<file path="src/rtl/accelerometer_tilt_angles_assert.svh">
// Assertion macros for the tilt angle block.
`ifndef ACCELEROMETER_TILT_ANGLES_ASSERT_SVH
`define ACCELEROMETER_TILT_ANGLES_ASSERT_SVH
`ifndef SYNTH
`define TILT_ASSERT(lbl, prop, msg) \
    lbl: assert property (@(posedge aclk) disable iff (!aresetn) prop) else $error(msg);
`define TILT_NEVER(lbl, cond, msg) \
    lbl: assert property (@(posedge aclk) disable iff (!aresetn) !(cond)) else $error(msg);
`else
`define TILT_ASSERT(lbl, prop, msg)
`define TILT_NEVER(lbl, cond, msg)
`endif
`endif

</file>
<file path="src/rtl/tilt_pkg.sv">
package tilt_pkg;

    localparam int FRAC_BITS    = 16;
    localparam int CORDIC_STEPS = 16;
    localparam int TABLE_LEN    = 24;
    localparam int NSTEPS       = (CORDIC_STEPS < TABLE_LEN) ? CORDIC_STEPS : TABLE_LEN;

    localparam int NORM_W = 8 + FRAC_BITS;   // magnitude bits of a normalized axis
    localparam int CW     = NORM_W + 4;      // CORDIC x/y width, signed
    localparam int ANG_W  = 35;              // angle, radians * 2^30, signed
    localparam int CNT_W  = 5;
    localparam int MUL_STEPS = 30;

    localparam logic [29:0] INV_GAIN = 30'd652032874;
    localparam logic signed [ANG_W-1:0] ANG_PI = 35'sd3373259426;

    localparam logic [2:0] REG_ZERO_X = 3'd0;
    localparam logic [2:0] REG_ZERO_Y = 3'd1;
    localparam logic [2:0] REG_ZERO_Z = 3'd2;
    localparam logic [2:0] REG_ONE_X  = 3'd3;
    localparam logic [2:0] REG_ONE_Y  = 3'd4;
    localparam logic [2:0] REG_ONE_Z  = 3'd5;

    localparam logic [1:0] AXIS_X = 2'd0;
    localparam logic [1:0] AXIS_Y = 2'd1;
    localparam logic [1:0] AXIS_Z = 2'd2;

    typedef enum logic [3:0] {
        ST_IDLE,
        ST_LOAD,
        ST_DIV,
        ST_CHECK,
        ST_ROLL_PRE,
        ST_ROLL,
        ST_MUL,
        ST_PITCH_PRE,
        ST_PITCH,
        ST_SCALE1,
        ST_SCALE2,
        ST_SCALE3,
        ST_DONE
    } state_t;

    function automatic logic [29:0] atan_entry(logic [4:0] i);
        logic [29:0] v;
        unique case (i)
            5'd0:  v = 30'd843314857;
            5'd1:  v = 30'd497837829;
            5'd2:  v = 30'd263043837;
            5'd3:  v = 30'd133525159;
            5'd4:  v = 30'd67021687;
            5'd5:  v = 30'd33543516;
            5'd6:  v = 30'd16775851;
            5'd7:  v = 30'd8388437;
            5'd8:  v = 30'd4194283;
            5'd9:  v = 30'd2097149;
            5'd10: v = 30'd1048576;
            5'd11: v = 30'd524288;
            5'd12: v = 30'd262144;
            5'd13: v = 30'd131072;
            5'd14: v = 30'd65536;
            5'd15: v = 30'd32768;
            5'd16: v = 30'd16384;
            5'd17: v = 30'd8192;
            5'd18: v = 30'd4096;
            5'd19: v = 30'd2048;
            5'd20: v = 30'd1024;
            5'd21: v = 30'd512;
            5'd22: v = 30'd256;
            5'd23: v = 30'd128;
            default: v = 30'd0;
        endcase
        return v;
    endfunction

endpackage

</file>
<file path="src/rtl/accelerometer_tilt_angles.sv">
// Tilt angles from one three-axis accelerometer sample. One sample is taken at a time:
// each axis is normalized by a bit-serial divider (a load state, then one quotient bit
// per cycle), then roll and pitch come from one shared CORDIC vectoring unit (a setup
// state, then a rotation state, for each angle) with a bit-serial gain correction
// between them and the scaling states ST_SCALE1 to ST_SCALE3 after them. When
// normalized z is zero, the CORDIC is skipped and the held angles are re-sent. The
// input is ready again in the same cycle that the result is presented. A finished
// result waits in an output register, so the next sample is accepted while it is
// pending; a second result waits in the done state until the first one is taken.
`include "accelerometer_tilt_angles_assert.svh"

module accelerometer_tilt_angles (
    input  logic        aclk,
    input  logic        aresetn,
    input  logic        s_tvalid,
    output logic        s_tready,
    input  logic [23:0] s_tdata,    // acc_x, acc_y, acc_z
    output logic        m_tvalid,
    input  logic        m_tready,
    output logic [55:0] m_tdata,    // raw_x, raw_y, raw_z, roll_angle[14], pitch_angle[12]
    output logic        m_tuser,    // angles_updated
    input  logic        psel,
    input  logic        penable,
    input  logic        pwrite,
    input  logic [4:0]  paddr,
    input  logic [31:0] pwdata,
    output logic [31:0] prdata,
    output logic        pready
);

    localparam int NW = tilt_pkg::NORM_W;
    localparam int CW = tilt_pkg::CW;
    localparam int AW = tilt_pkg::ANG_W;

    tilt_pkg::state_t state_reg, state_next;

    logic [7:0] zero_x_reg, zero_y_reg, zero_z_reg, one_x_reg, one_y_reg, one_z_reg;

    logic [7:0] raw_x_reg, raw_x_next, raw_y_reg, raw_y_next, raw_z_reg, raw_z_next;
    logic [1:0] axis_reg, axis_next;
    logic [tilt_pkg::CNT_W-1:0] cnt_reg, cnt_next;
    logic [NW-1:0] dvd_reg, dvd_next;
    logic [7:0] rem_reg, rem_next, den_reg, den_next;
    logic qneg_reg, qneg_next, dzero_reg, dzero_next, nzero_reg, nzero_next;
    logic signed [NW:0] norm_x_reg, norm_x_next, norm_y_reg, norm_y_next;
    logic signed [NW:0] norm_z_reg, norm_z_next;
    logic signed [CW-1:0] cx_reg, cx_next, cy_reg, cy_next;
    logic signed [AW-1:0] ang_reg, ang_next, roll_ang_reg, roll_ang_next;
    logic [CW-1:0] acc_reg, acc_next;
    logic [46:0] rprod_reg, rprod_next;
    logic [41:0] pprod_reg, pprod_next;
    logic [32:0] rq_reg, rq_next;
    logic [11:0] pmag_reg, pmag_next;
    logic signed [13:0] held_roll_reg, held_roll_next;
    logic signed [11:0] held_pitch_reg, held_pitch_next;
    logic upd_reg, upd_next;
    logic m_valid_reg, m_valid_next;
    logic [55:0] out_data_reg, out_data_next;
    logic out_user_reg, out_user_next;

    logic cfg_wr, out_free;
    logic last_div, last_cordic, last_mul;

    // axis select and divider step
    logic [7:0] sel_raw, sel_zero, sel_one;
    logic signed [8:0] num, den;
    logic [7:0] num_abs, den_abs;
    logic [8:0] div_trial;
    logic div_ge;
    logic [NW-1:0] q_dvd, q_mag;
    logic signed [NW:0] q_val;

    // CORDIC
    logic signed [CW-1:0] pre_x, pre_y, pre_cx, pre_cy, dx, dy, st_cx, st_cy;
    logic signed [AW-1:0] pre_ang, st_ang, tab;
    logic [CW:0] acc_sum;

    // scaling
    logic [AW-1:0] roll_abs, pitch_abs;
    logic [14:0] rmag, rmag_c;
    logic [11:0] pmag_c;

    assign pready = 1'b1;
    assign cfg_wr = psel && penable && pwrite;
    assign s_tready = (state_reg == tilt_pkg::ST_IDLE);
    assign m_tvalid = m_valid_reg;
    assign m_tdata  = out_data_reg;
    assign m_tuser  = out_user_reg;
    assign out_free = !m_valid_reg || m_tready;

    always_ff @(posedge aclk) begin
        if (!aresetn) begin
            zero_x_reg <= 8'd128;
            zero_y_reg <= 8'd128;
            zero_z_reg <= 8'd128;
            one_x_reg  <= 8'd154;
            one_y_reg  <= 8'd154;
            one_z_reg  <= 8'd154;
        end else if (cfg_wr) begin
            unique case (paddr[4:2])
                tilt_pkg::REG_ZERO_X: zero_x_reg <= pwdata[7:0];
                tilt_pkg::REG_ZERO_Y: zero_y_reg <= pwdata[7:0];
                tilt_pkg::REG_ZERO_Z: zero_z_reg <= pwdata[7:0];
                tilt_pkg::REG_ONE_X:  one_x_reg  <= pwdata[7:0];
                tilt_pkg::REG_ONE_Y:  one_y_reg  <= pwdata[7:0];
                tilt_pkg::REG_ONE_Z:  one_z_reg  <= pwdata[7:0];
                default: ;
            endcase
        end
    end

    always_comb begin
        unique case (paddr[4:2])
            tilt_pkg::REG_ZERO_X: prdata = {24'd0, zero_x_reg};
            tilt_pkg::REG_ZERO_Y: prdata = {24'd0, zero_y_reg};
            tilt_pkg::REG_ZERO_Z: prdata = {24'd0, zero_z_reg};
            tilt_pkg::REG_ONE_X:  prdata = {24'd0, one_x_reg};
            tilt_pkg::REG_ONE_Y:  prdata = {24'd0, one_y_reg};
            tilt_pkg::REG_ONE_Z:  prdata = {24'd0, one_z_reg};
            default:              prdata = 32'd0;
        endcase
    end

    assign last_div    = (cnt_reg == tilt_pkg::CNT_W'(NW - 1));
    assign last_cordic = (cnt_reg == tilt_pkg::CNT_W'(tilt_pkg::NSTEPS - 1));
    assign last_mul    = (cnt_reg == tilt_pkg::CNT_W'(tilt_pkg::MUL_STEPS - 1));

    always_comb begin
        state_next = state_reg;
        unique case (state_reg)
            tilt_pkg::ST_IDLE:      if (s_tvalid) state_next = tilt_pkg::ST_LOAD;
            tilt_pkg::ST_LOAD:      state_next = tilt_pkg::ST_DIV;
            tilt_pkg::ST_DIV: begin
                if (last_div) begin
                    state_next = (axis_reg == tilt_pkg::AXIS_Z) ? tilt_pkg::ST_CHECK
                                                                : tilt_pkg::ST_LOAD;
                end
            end
            tilt_pkg::ST_CHECK: begin
                state_next = (norm_z_reg == '0) ? tilt_pkg::ST_DONE : tilt_pkg::ST_ROLL_PRE;
            end
            tilt_pkg::ST_ROLL_PRE:  state_next = tilt_pkg::ST_ROLL;
            tilt_pkg::ST_ROLL:      if (last_cordic) state_next = tilt_pkg::ST_MUL;
            tilt_pkg::ST_MUL:       if (last_mul) state_next = tilt_pkg::ST_PITCH_PRE;
            tilt_pkg::ST_PITCH_PRE: state_next = tilt_pkg::ST_PITCH;
            tilt_pkg::ST_PITCH:     if (last_cordic) state_next = tilt_pkg::ST_SCALE1;
            tilt_pkg::ST_SCALE1:    state_next = tilt_pkg::ST_SCALE2;
            tilt_pkg::ST_SCALE2:    state_next = tilt_pkg::ST_SCALE3;
            tilt_pkg::ST_SCALE3:    state_next = tilt_pkg::ST_DONE;
            tilt_pkg::ST_DONE:      if (out_free) state_next = tilt_pkg::ST_IDLE;
            default:                state_next = tilt_pkg::ST_IDLE;
        endcase
    end

    // divider
    always_comb begin
        unique case (axis_reg)
            tilt_pkg::AXIS_X: begin sel_raw = raw_x_reg; sel_zero = zero_x_reg; sel_one = one_x_reg; end
            tilt_pkg::AXIS_Y: begin sel_raw = raw_y_reg; sel_zero = zero_y_reg; sel_one = one_y_reg; end
            default:          begin sel_raw = raw_z_reg; sel_zero = zero_z_reg; sel_one = one_z_reg; end
        endcase
        num = $signed({1'b0, sel_raw}) - $signed({1'b0, sel_zero});
        den = $signed({1'b0, sel_one}) - $signed({1'b0, sel_zero});
        num_abs = num[8] ? 8'(-num) : num[7:0];
        den_abs = den[8] ? 8'(-den) : den[7:0];
        div_trial = {rem_reg, dvd_reg[NW-1]};
        div_ge = (div_trial >= {1'b0, den_reg});
        q_dvd  = {dvd_reg[NW-2:0], div_ge};
        if (dzero_reg) begin
            q_mag = nzero_reg ? '0 : '1;
        end else begin
            q_mag = q_dvd;
        end
        q_val = qneg_reg ? -$signed({1'b0, q_mag}) : $signed({1'b0, q_mag});
    end

    // CORDIC pre-rotation and step
    always_comb begin
        if (state_reg == tilt_pkg::ST_ROLL_PRE) begin
            pre_x = CW'(norm_z_reg);
            pre_y = CW'(norm_x_reg);
        end else begin
            pre_x = $signed(acc_reg);
            pre_y = CW'(norm_y_reg);
        end
        if (pre_x < 0) begin
            pre_ang = (pre_y > 0) ? tilt_pkg::ANG_PI : -tilt_pkg::ANG_PI;
            pre_cx  = -pre_x;
            pre_cy  = -pre_y;
        end else begin
            pre_ang = '0;
            pre_cx  = pre_x;
            pre_cy  = pre_y;
        end
        dx  = cy_reg >>> cnt_reg;
        dy  = cx_reg >>> cnt_reg;
        tab = $signed({5'd0, tilt_pkg::atan_entry(cnt_reg)});
        if (cy_reg > 0) begin
            st_cx  = cx_reg + dx;
            st_cy  = cy_reg - dy;
            st_ang = ang_reg + tab;
        end else begin
            st_cx  = cx_reg - dx;
            st_cy  = cy_reg + dy;
            st_ang = ang_reg - tab;
        end
        acc_sum = {1'b0, acc_reg} + (tilt_pkg::INV_GAIN[cnt_reg] ? {1'b0, cx_reg} : '0);
    end

    // scaling
    always_comb begin
        roll_abs  = roll_ang_reg[AW-1] ? AW'(-roll_ang_reg) : roll_ang_reg;
        pitch_abs = ang_reg[AW-1] ? AW'(-ang_reg) : ang_reg;
        rmag   = rq_reg[32:18];
        rmag_c = (rmag > 15'd4440) ? 15'd4440 : rmag;
        pmag_c = (pmag_reg > 12'd1484) ? 12'd1484 : pmag_reg;
    end

    always_comb begin
        raw_x_next = raw_x_reg;  raw_y_next = raw_y_reg;  raw_z_next = raw_z_reg;
        axis_next = axis_reg;    cnt_next = cnt_reg;
        dvd_next = dvd_reg;      rem_next = rem_reg;      den_next = den_reg;
        qneg_next = qneg_reg;    dzero_next = dzero_reg;  nzero_next = nzero_reg;
        norm_x_next = norm_x_reg; norm_y_next = norm_y_reg; norm_z_next = norm_z_reg;
        cx_next = cx_reg;        cy_next = cy_reg;        ang_next = ang_reg;
        roll_ang_next = roll_ang_reg;
        acc_next = acc_reg;
        rprod_next = rprod_reg;  pprod_next = pprod_reg;
        rq_next = rq_reg;        pmag_next = pmag_reg;
        held_roll_next = held_roll_reg;
        held_pitch_next = held_pitch_reg;
        upd_next = upd_reg;
        m_valid_next = m_valid_reg && !m_tready;
        out_data_next = out_data_reg;
        out_user_next = out_user_reg;
        unique case (state_reg)
            tilt_pkg::ST_IDLE: begin
                raw_x_next = s_tdata[7:0];
                raw_y_next = s_tdata[15:8];
                raw_z_next = s_tdata[23:16];
                axis_next  = tilt_pkg::AXIS_X;
            end
            tilt_pkg::ST_LOAD: begin
                dvd_next   = {num_abs, {tilt_pkg::FRAC_BITS{1'b0}}};
                rem_next   = '0;
                den_next   = den_abs;
                qneg_next  = num[8] ^ den[8];
                dzero_next = (den == 0);
                nzero_next = (num == 0);
                cnt_next   = '0;
            end
            tilt_pkg::ST_DIV: begin
                rem_next = div_ge ? 8'(div_trial - {1'b0, den_reg}) : div_trial[7:0];
                dvd_next = q_dvd;
                cnt_next = cnt_reg + 1'b1;
                if (last_div) begin
                    unique case (axis_reg)
                        tilt_pkg::AXIS_X: norm_x_next = q_val;
                        tilt_pkg::AXIS_Y: norm_y_next = q_val;
                        default:          norm_z_next = q_val;
                    endcase
                    axis_next = axis_reg + 1'b1;
                end
            end
            tilt_pkg::ST_CHECK: upd_next = 1'b0;
            tilt_pkg::ST_ROLL_PRE, tilt_pkg::ST_PITCH_PRE: begin
                cx_next  = pre_cx;
                cy_next  = pre_cy;
                ang_next = pre_ang;
                cnt_next = '0;
            end
            tilt_pkg::ST_ROLL, tilt_pkg::ST_PITCH: begin
                cx_next  = st_cx;
                cy_next  = st_cy;
                ang_next = st_ang;
                cnt_next = cnt_reg + 1'b1;
                if (last_cordic) begin
                    cnt_next = '0;
                    acc_next = '0;
                    if (state_reg == tilt_pkg::ST_ROLL) roll_ang_next = st_ang;
                end
            end
            tilt_pkg::ST_MUL: begin
                acc_next = acc_sum[CW:1];
                cnt_next = cnt_reg + 1'b1;
            end
            tilt_pkg::ST_SCALE1: begin
                rprod_next = ({14'd0, roll_abs[32:0]} * 47'd4704) + (47'd5 << 29);
                pprod_next = ({11'd0, pitch_abs[30:0]} * 42'd944) + (42'd1 << 29);
            end
            tilt_pkg::ST_SCALE2: begin
                rq_next   = {16'd0, rprod_reg[46:30]} * 33'd52429;
                pmag_next = pprod_reg[41:30];
            end
            tilt_pkg::ST_SCALE3: begin
                held_roll_next  = roll_ang_reg[AW-1] ? -$signed(14'(rmag_c))
                                                     : $signed(14'(rmag_c));
                held_pitch_next = ang_reg[AW-1] ? $signed(pmag_c) : -$signed(pmag_c);
                upd_next = 1'b1;
            end
            tilt_pkg::ST_DONE: begin
                if (out_free) begin
                    m_valid_next  = 1'b1;
                    out_data_next = {6'd0, held_pitch_reg, held_roll_reg,
                                     raw_z_reg, raw_y_reg, raw_x_reg};
                    out_user_next = upd_reg;
                end
            end
            default: ;
        endcase
    end

    always_ff @(posedge aclk) begin
        if (!aresetn) begin
            state_reg      <= tilt_pkg::ST_IDLE;
            held_roll_reg  <= '0;
            held_pitch_reg <= '0;
            m_valid_reg    <= 1'b0;
            axis_reg       <= '0;
            cnt_reg        <= '0;
        end else begin
            state_reg      <= state_next;
            held_roll_reg  <= held_roll_next;
            held_pitch_reg <= held_pitch_next;
            m_valid_reg    <= m_valid_next;
            axis_reg       <= axis_next;
            cnt_reg        <= cnt_next;
        end
    end

    always_ff @(posedge aclk) begin
        raw_x_reg <= raw_x_next;  raw_y_reg <= raw_y_next;  raw_z_reg <= raw_z_next;
        dvd_reg <= dvd_next;      rem_reg <= rem_next;      den_reg <= den_next;
        qneg_reg <= qneg_next;    dzero_reg <= dzero_next;  nzero_reg <= nzero_next;
        norm_x_reg <= norm_x_next; norm_y_reg <= norm_y_next; norm_z_reg <= norm_z_next;
        cx_reg <= cx_next;        cy_reg <= cy_next;        ang_reg <= ang_next;
        roll_ang_reg <= roll_ang_next;
        acc_reg <= acc_next;
        rprod_reg <= rprod_next;  pprod_reg <= pprod_next;
        rq_reg <= rq_next;        pmag_reg <= pmag_next;
        upd_reg <= upd_next;
        out_data_reg <= out_data_next;
        out_user_reg <= out_user_next;
    end

    `TILT_ASSERT(a_roll_range, (held_roll_reg <= 14'sd4440) && (held_roll_reg >= -14'sd4440), "roll out of range")
    `TILT_ASSERT(a_hold_on_zero_z, (state_reg == tilt_pkg::ST_CHECK && norm_z_reg == '0) |=> ($stable(held_roll_reg) && $stable(held_pitch_reg)), "held angles changed")
    `TILT_NEVER(a_div_cnt, state_reg == tilt_pkg::ST_DIV && cnt_reg >= tilt_pkg::CNT_W'(NW), "divider overran")

endmodule
</file>
<file path="config.mk">
export PLATFORM = sky130hd
export DESIGN_NAME = accelerometer_tilt_angles
export DESIGN_NICKNAME = d
export VERILOG_FILES = /design/src/rtl/tilt_pkg.sv /design/src/rtl/accelerometer_tilt_angles.sv
export VERILOG_INCLUDE_DIRS = /design/src /design/src/rtl
export SDC_FILE = /design/constraint.sdc
export NUM_CORES = 2
export LEC_CHECK = 0
export CORE_ASPECT_RATIO = 1.2
export CORE_MARGIN = 3
export CORE_UTILIZATION = 50
export DETAILED_ROUTE_END_ITERATION = 10
export DONT_BUFFER_PORTS = 1
export GPL_TIMING_DRIVEN = 1
export PLACE_DENSITY = 0.64
export SYNTH_ARGS = -nofsm -noshare
export SYNTH_HDL_FRONTEND = slang
export SYNTH_SLANG_ARGS = --single-unit
</file>
<file path="constraint.sdc">
create_clock -name aclk -period 18.9 [get_ports aclk]
set_input_delay 1.89 -clock aclk [delete_from_list [all_inputs] [get_ports aclk]]
set_output_delay 1.89 -clock aclk [all_outputs]
set_load 0.05 [all_outputs]
</file>
==> out/results.tsv <==
stage	metric	value	unit
run_status	status	finished clean	
floorplan	num_rows	125	
placed_design	dp.cells	6248	
synth	ys_warn_count	0	
synth	yosysMostFrequentCell	inv_1	
synth	yosys-mux-area-fraction	7.54	%
run	drv_cap	0	
timing	timing.final.crit_share	45.7	%
routing	vias_per_cell	5.83	
clocking	cts_hold_buf	0	
pwr	p_int	4.19	mW
synth	synth_fa_ha_area_share	21.1	%
floorplan	die_x	292	um
critical_path	crit_type	flip-flop to flip-flop	
critical_path	regToRegSetupSlack	10.27	ns
critical_path	start_kind	flip-flop	
synth	synthFlopType	edfxtp_1	
global_route	first_global_vias	36400	
clocking	clk_pin_slew	0.06	ns
synth	synth-seq-area-share	29.5	%
clocking	post-cts-setup-buffers	0	
placed_design	port_buffers	0	
placed_design	gp_congestion	0.957	
global_route	grt_pass1_wl	197000	um
min_path	hold_end	pmag_reg[6]	
pwr	peakVddDrop	0.000160	V
timing	tns	0	ns
finish	largest_reg_flops	50	
routing	routedWlPerCell	19.5	um
timing	fin_skew	0.0645	ns
timing	fmax	0.116	GHz
finish	instances_no_fill	6354	
synth	async_flop_share	0	%
finish	utilization	53.7	%
synth	synth_top_family_by_area	adder cells	
synth	synth.area.top_cells	edfxtp_1 (25%), ha_1 (12%), fa_1 (9.0%)	
placed_design	dpl.hpwl	96700	um
routing	drc	0	
min_path	min_path_type	flip-flop to flip-flop	
floorplan	pin_count	160	
timing	setup_violations	0	
global_route	antenna_found_initial	5	
clocking	ctsResizeCount	0	
pwr	total_leakage_power	21.9	nW
synth	synth_simple_gate_area_share	13.5	%
critical_path	arrival	9.02	ns
clocking	ctsRootBufferMaster	clkbuf_16	
timing	fin_ws	10.27	ns
routing	firstDrtPassIters	5	
pwr	switchingPower	3.49	mW
timing	worst_pin_slew	1.28	ns
critical_path	reg2reg_depth	25	
routing	routed-via-count	37000	
timing	slew_viol_final	0	
synth	avgSynthCellArea	9.57	sq um
synth	syn_area	48900	sq um
synth	synth_top_area_share	24.7	%
pwr	p_seq_share	22.1	%
clocking	cts_sinks	520	
routing	wl	124000	um
global_route	grt_max_degree	85	
global_route	track_usage	24.1	%
synth	synth-compound-area-share	14.4	%
routing	ant_nets	0	
routing	drt_iter0_markers	2437	
synth	synth_top_area_cell	edfxtp_1	
synth	synth-edff-count	403	
placed_design	dp_slack	10.22	ns
pwr	swShare	45.5	%
clocking	cts_buffers	56	
synth	ys_seq_elements	520	
finish	syn2layout_area_growth	6.41	%
pwr	p_clk_share	15.2	%
floorplan	dieArea	102000	sq um
critical_path	r2r-start	roll_ang_reg[0]	
timing	fin_crit	8.63	ns
clocking	cts_tree	yes	
pwr	pwr_density_cell	147	nW/um^2
floorplan	die_h	349	um
global_route	grt_overflow	0	
finish	final_net_count	5791	
clocking	cts_max_level	2	
synth	synth.distinct_cells	96	
critical_path	path_max_fanout	5	
timing	maxSlewHeadroom	15.7	%
critical_path	reg2reg_to	rprod_reg[45]	
min_path	hp-start	pprod_reg[36]	
timing	hold_viol	0	
synth	synth_xor_area_share	7.95	%
synth	syn_inst	5113	
floorplan	initial_core_util	50.5	%
clocking	clkLatencyLatePin	0.67	ns
pwr	pwr-share-comb	62.7	%
critical_path	end_kind	flip-flop	
floorplan	core	97000	sq um
finish	final_layout_size_suffix_gt1_share	6.53	%
min_path	hold_depth	0	
finish	n_antenna_cell	0	
synth	yosys-top-cells-count	inv_1 (513), ha_1 (466), nand2_1 (417)	
clocking	clockBufferDepth	3	
critical_path	critPathRequiredTime	19.29	ns
timing	rsz0062_at_grt	no	
==> metal layers <==
metal,routed length [um],GRT usage (%),vias to the layer above
met5,13,0,-
met4,6140,10.7,2
met3,4720,2.17,263
met2,62700,43.6,863
met1,50600,29.2,18000
li1,-,-,18000
==> critical path, stage by stage, from the launching register on <==
cell and delay (ns):
edfxtp_1 0.49, inv_1 0.12, ha_1 0.16, nand2_1 0.08, or4_1 0.44, or4_1 0.47
or4_1 0.46, or3_1 0.37, o31ai_1 0.36, xnor2_1 0.34, xor2_1 0.16, fa_1 0.52
inv_1 0.06, fa_1 0.54, inv_1 0.04, ha_1 0.32, a21o_1 0.21, a2111oi_0 0.46
o311ai_0 0.26, o31ai_2 0.49, o21ai_0 0.21, nor4_2 0.50, o2111ai_1 0.35, or4b_1 0.60
a211oi_1 0.28, o211ai_1 0.12
==> power groups by stage <==
stage | sequential [mW] | combinational (mW) | clock (mW)
after detailed placement | 1.72 | 4.79 | 0
final | 1.69 | 4.81 | 1.17
after global routing | 1.71 | 5.42 | 1.24
after global placement | 1.71 | 4.73 | 0
after CTS | 1.69 | 4.83 | 1.19
after floorplan | 1.62 | 3.82 | 0
==> stage by stage <==
| stage | instance area (sq um) | power, mW | hold WS [ns] |
|---|---|---|---|
| 2_1_floorplan | 49000 | 5.45 | 0.400 |
| 3_3_place_gp | 50100 | 6.44 | 0.402 |
| 3_5_place_dp | 50100 | 6.50 | 0.405 |
| 4_1_cts | 52100 | 7.71 | 0.420 |
| 5_1_grt | 52100 | 8.37 | 0.424 |
| 6_report | 52100 | 7.67 | 0.418 |
==> how the worst max path moves through the flow <==
| stage | start | end | slack, ns | cells past startpoint |
|---|---|---|---|---|
| 3_5_place_dp | roll_ang_reg[0] | rprod_reg[45] | 10.22 | 27 |
| 5_1_grt | roll_ang_reg[0] | rprod_reg[45] | 9.67 | 25 |
| 2_1_floorplan | roll_ang_reg[0] | rprod_reg[45] | 11.23 | 27 |
| 4_1_cts | roll_ang_reg[0] | rprod_reg[45] | 10.27 | 27 |
| 6_report | roll_ang_reg[0] | rprod_reg[45] | 10.27 | 25 |
| 3_3_place_gp | roll_ang_reg[0] | rprod_reg[45] | 10.38 | 27 |
==> area by class of cell <==
cell class                      count  area [sq um]
Clock buffer                       73          1610
Fill cell                        8822         44900
Inverter                          518          1940
Sequential cell                   520         14500
Multi-Input combinational cell   3893         31700
Clock inverter                     33           383
Tap cell                         1270          1590
Timing Repair Buffer               47           353
==> logic make-up after synthesis <==
kind of cell | count (synthesis)
xor gates and xnor gates | 444
and+or+nand+nor | 1355
muxes | 270
AOI/OAI and AO/OA | 1100
adders and majority gates | 693
buffers and inverters | 729
DFF | 520
other | 2
==> cell usage in the layout, fill, tap and decap left out, types with 75 or more instances in the layout <==
| cell | Yosys | final |
|---|---|---|
| inv_1 | 513 | 513 |
| ha_1 | 466 | 466 |
| nand2_1 | 417 | 417 |
| edfxtp_1 | 403 | 403 |
| nor2_1 | 318 | 313 |
| o21ai_0 | 288 | 287 |
| a21oi_1 | 280 | 278 |
| xnor2_1 | 267 | 267 |
| fa_1 | 221 | 221 |
| xor2_1 | 177 | 177 |
| mux2i_1 | 157 | 157 |
| dfxtp_1 | 117 | 112 |
| nor3_1 | 100 | 97 |
| a21o_1 | 85 | 84 |
| mux4_2 | 75 | 75 |
Note: power is estimated with default switching activity, not from simulation.
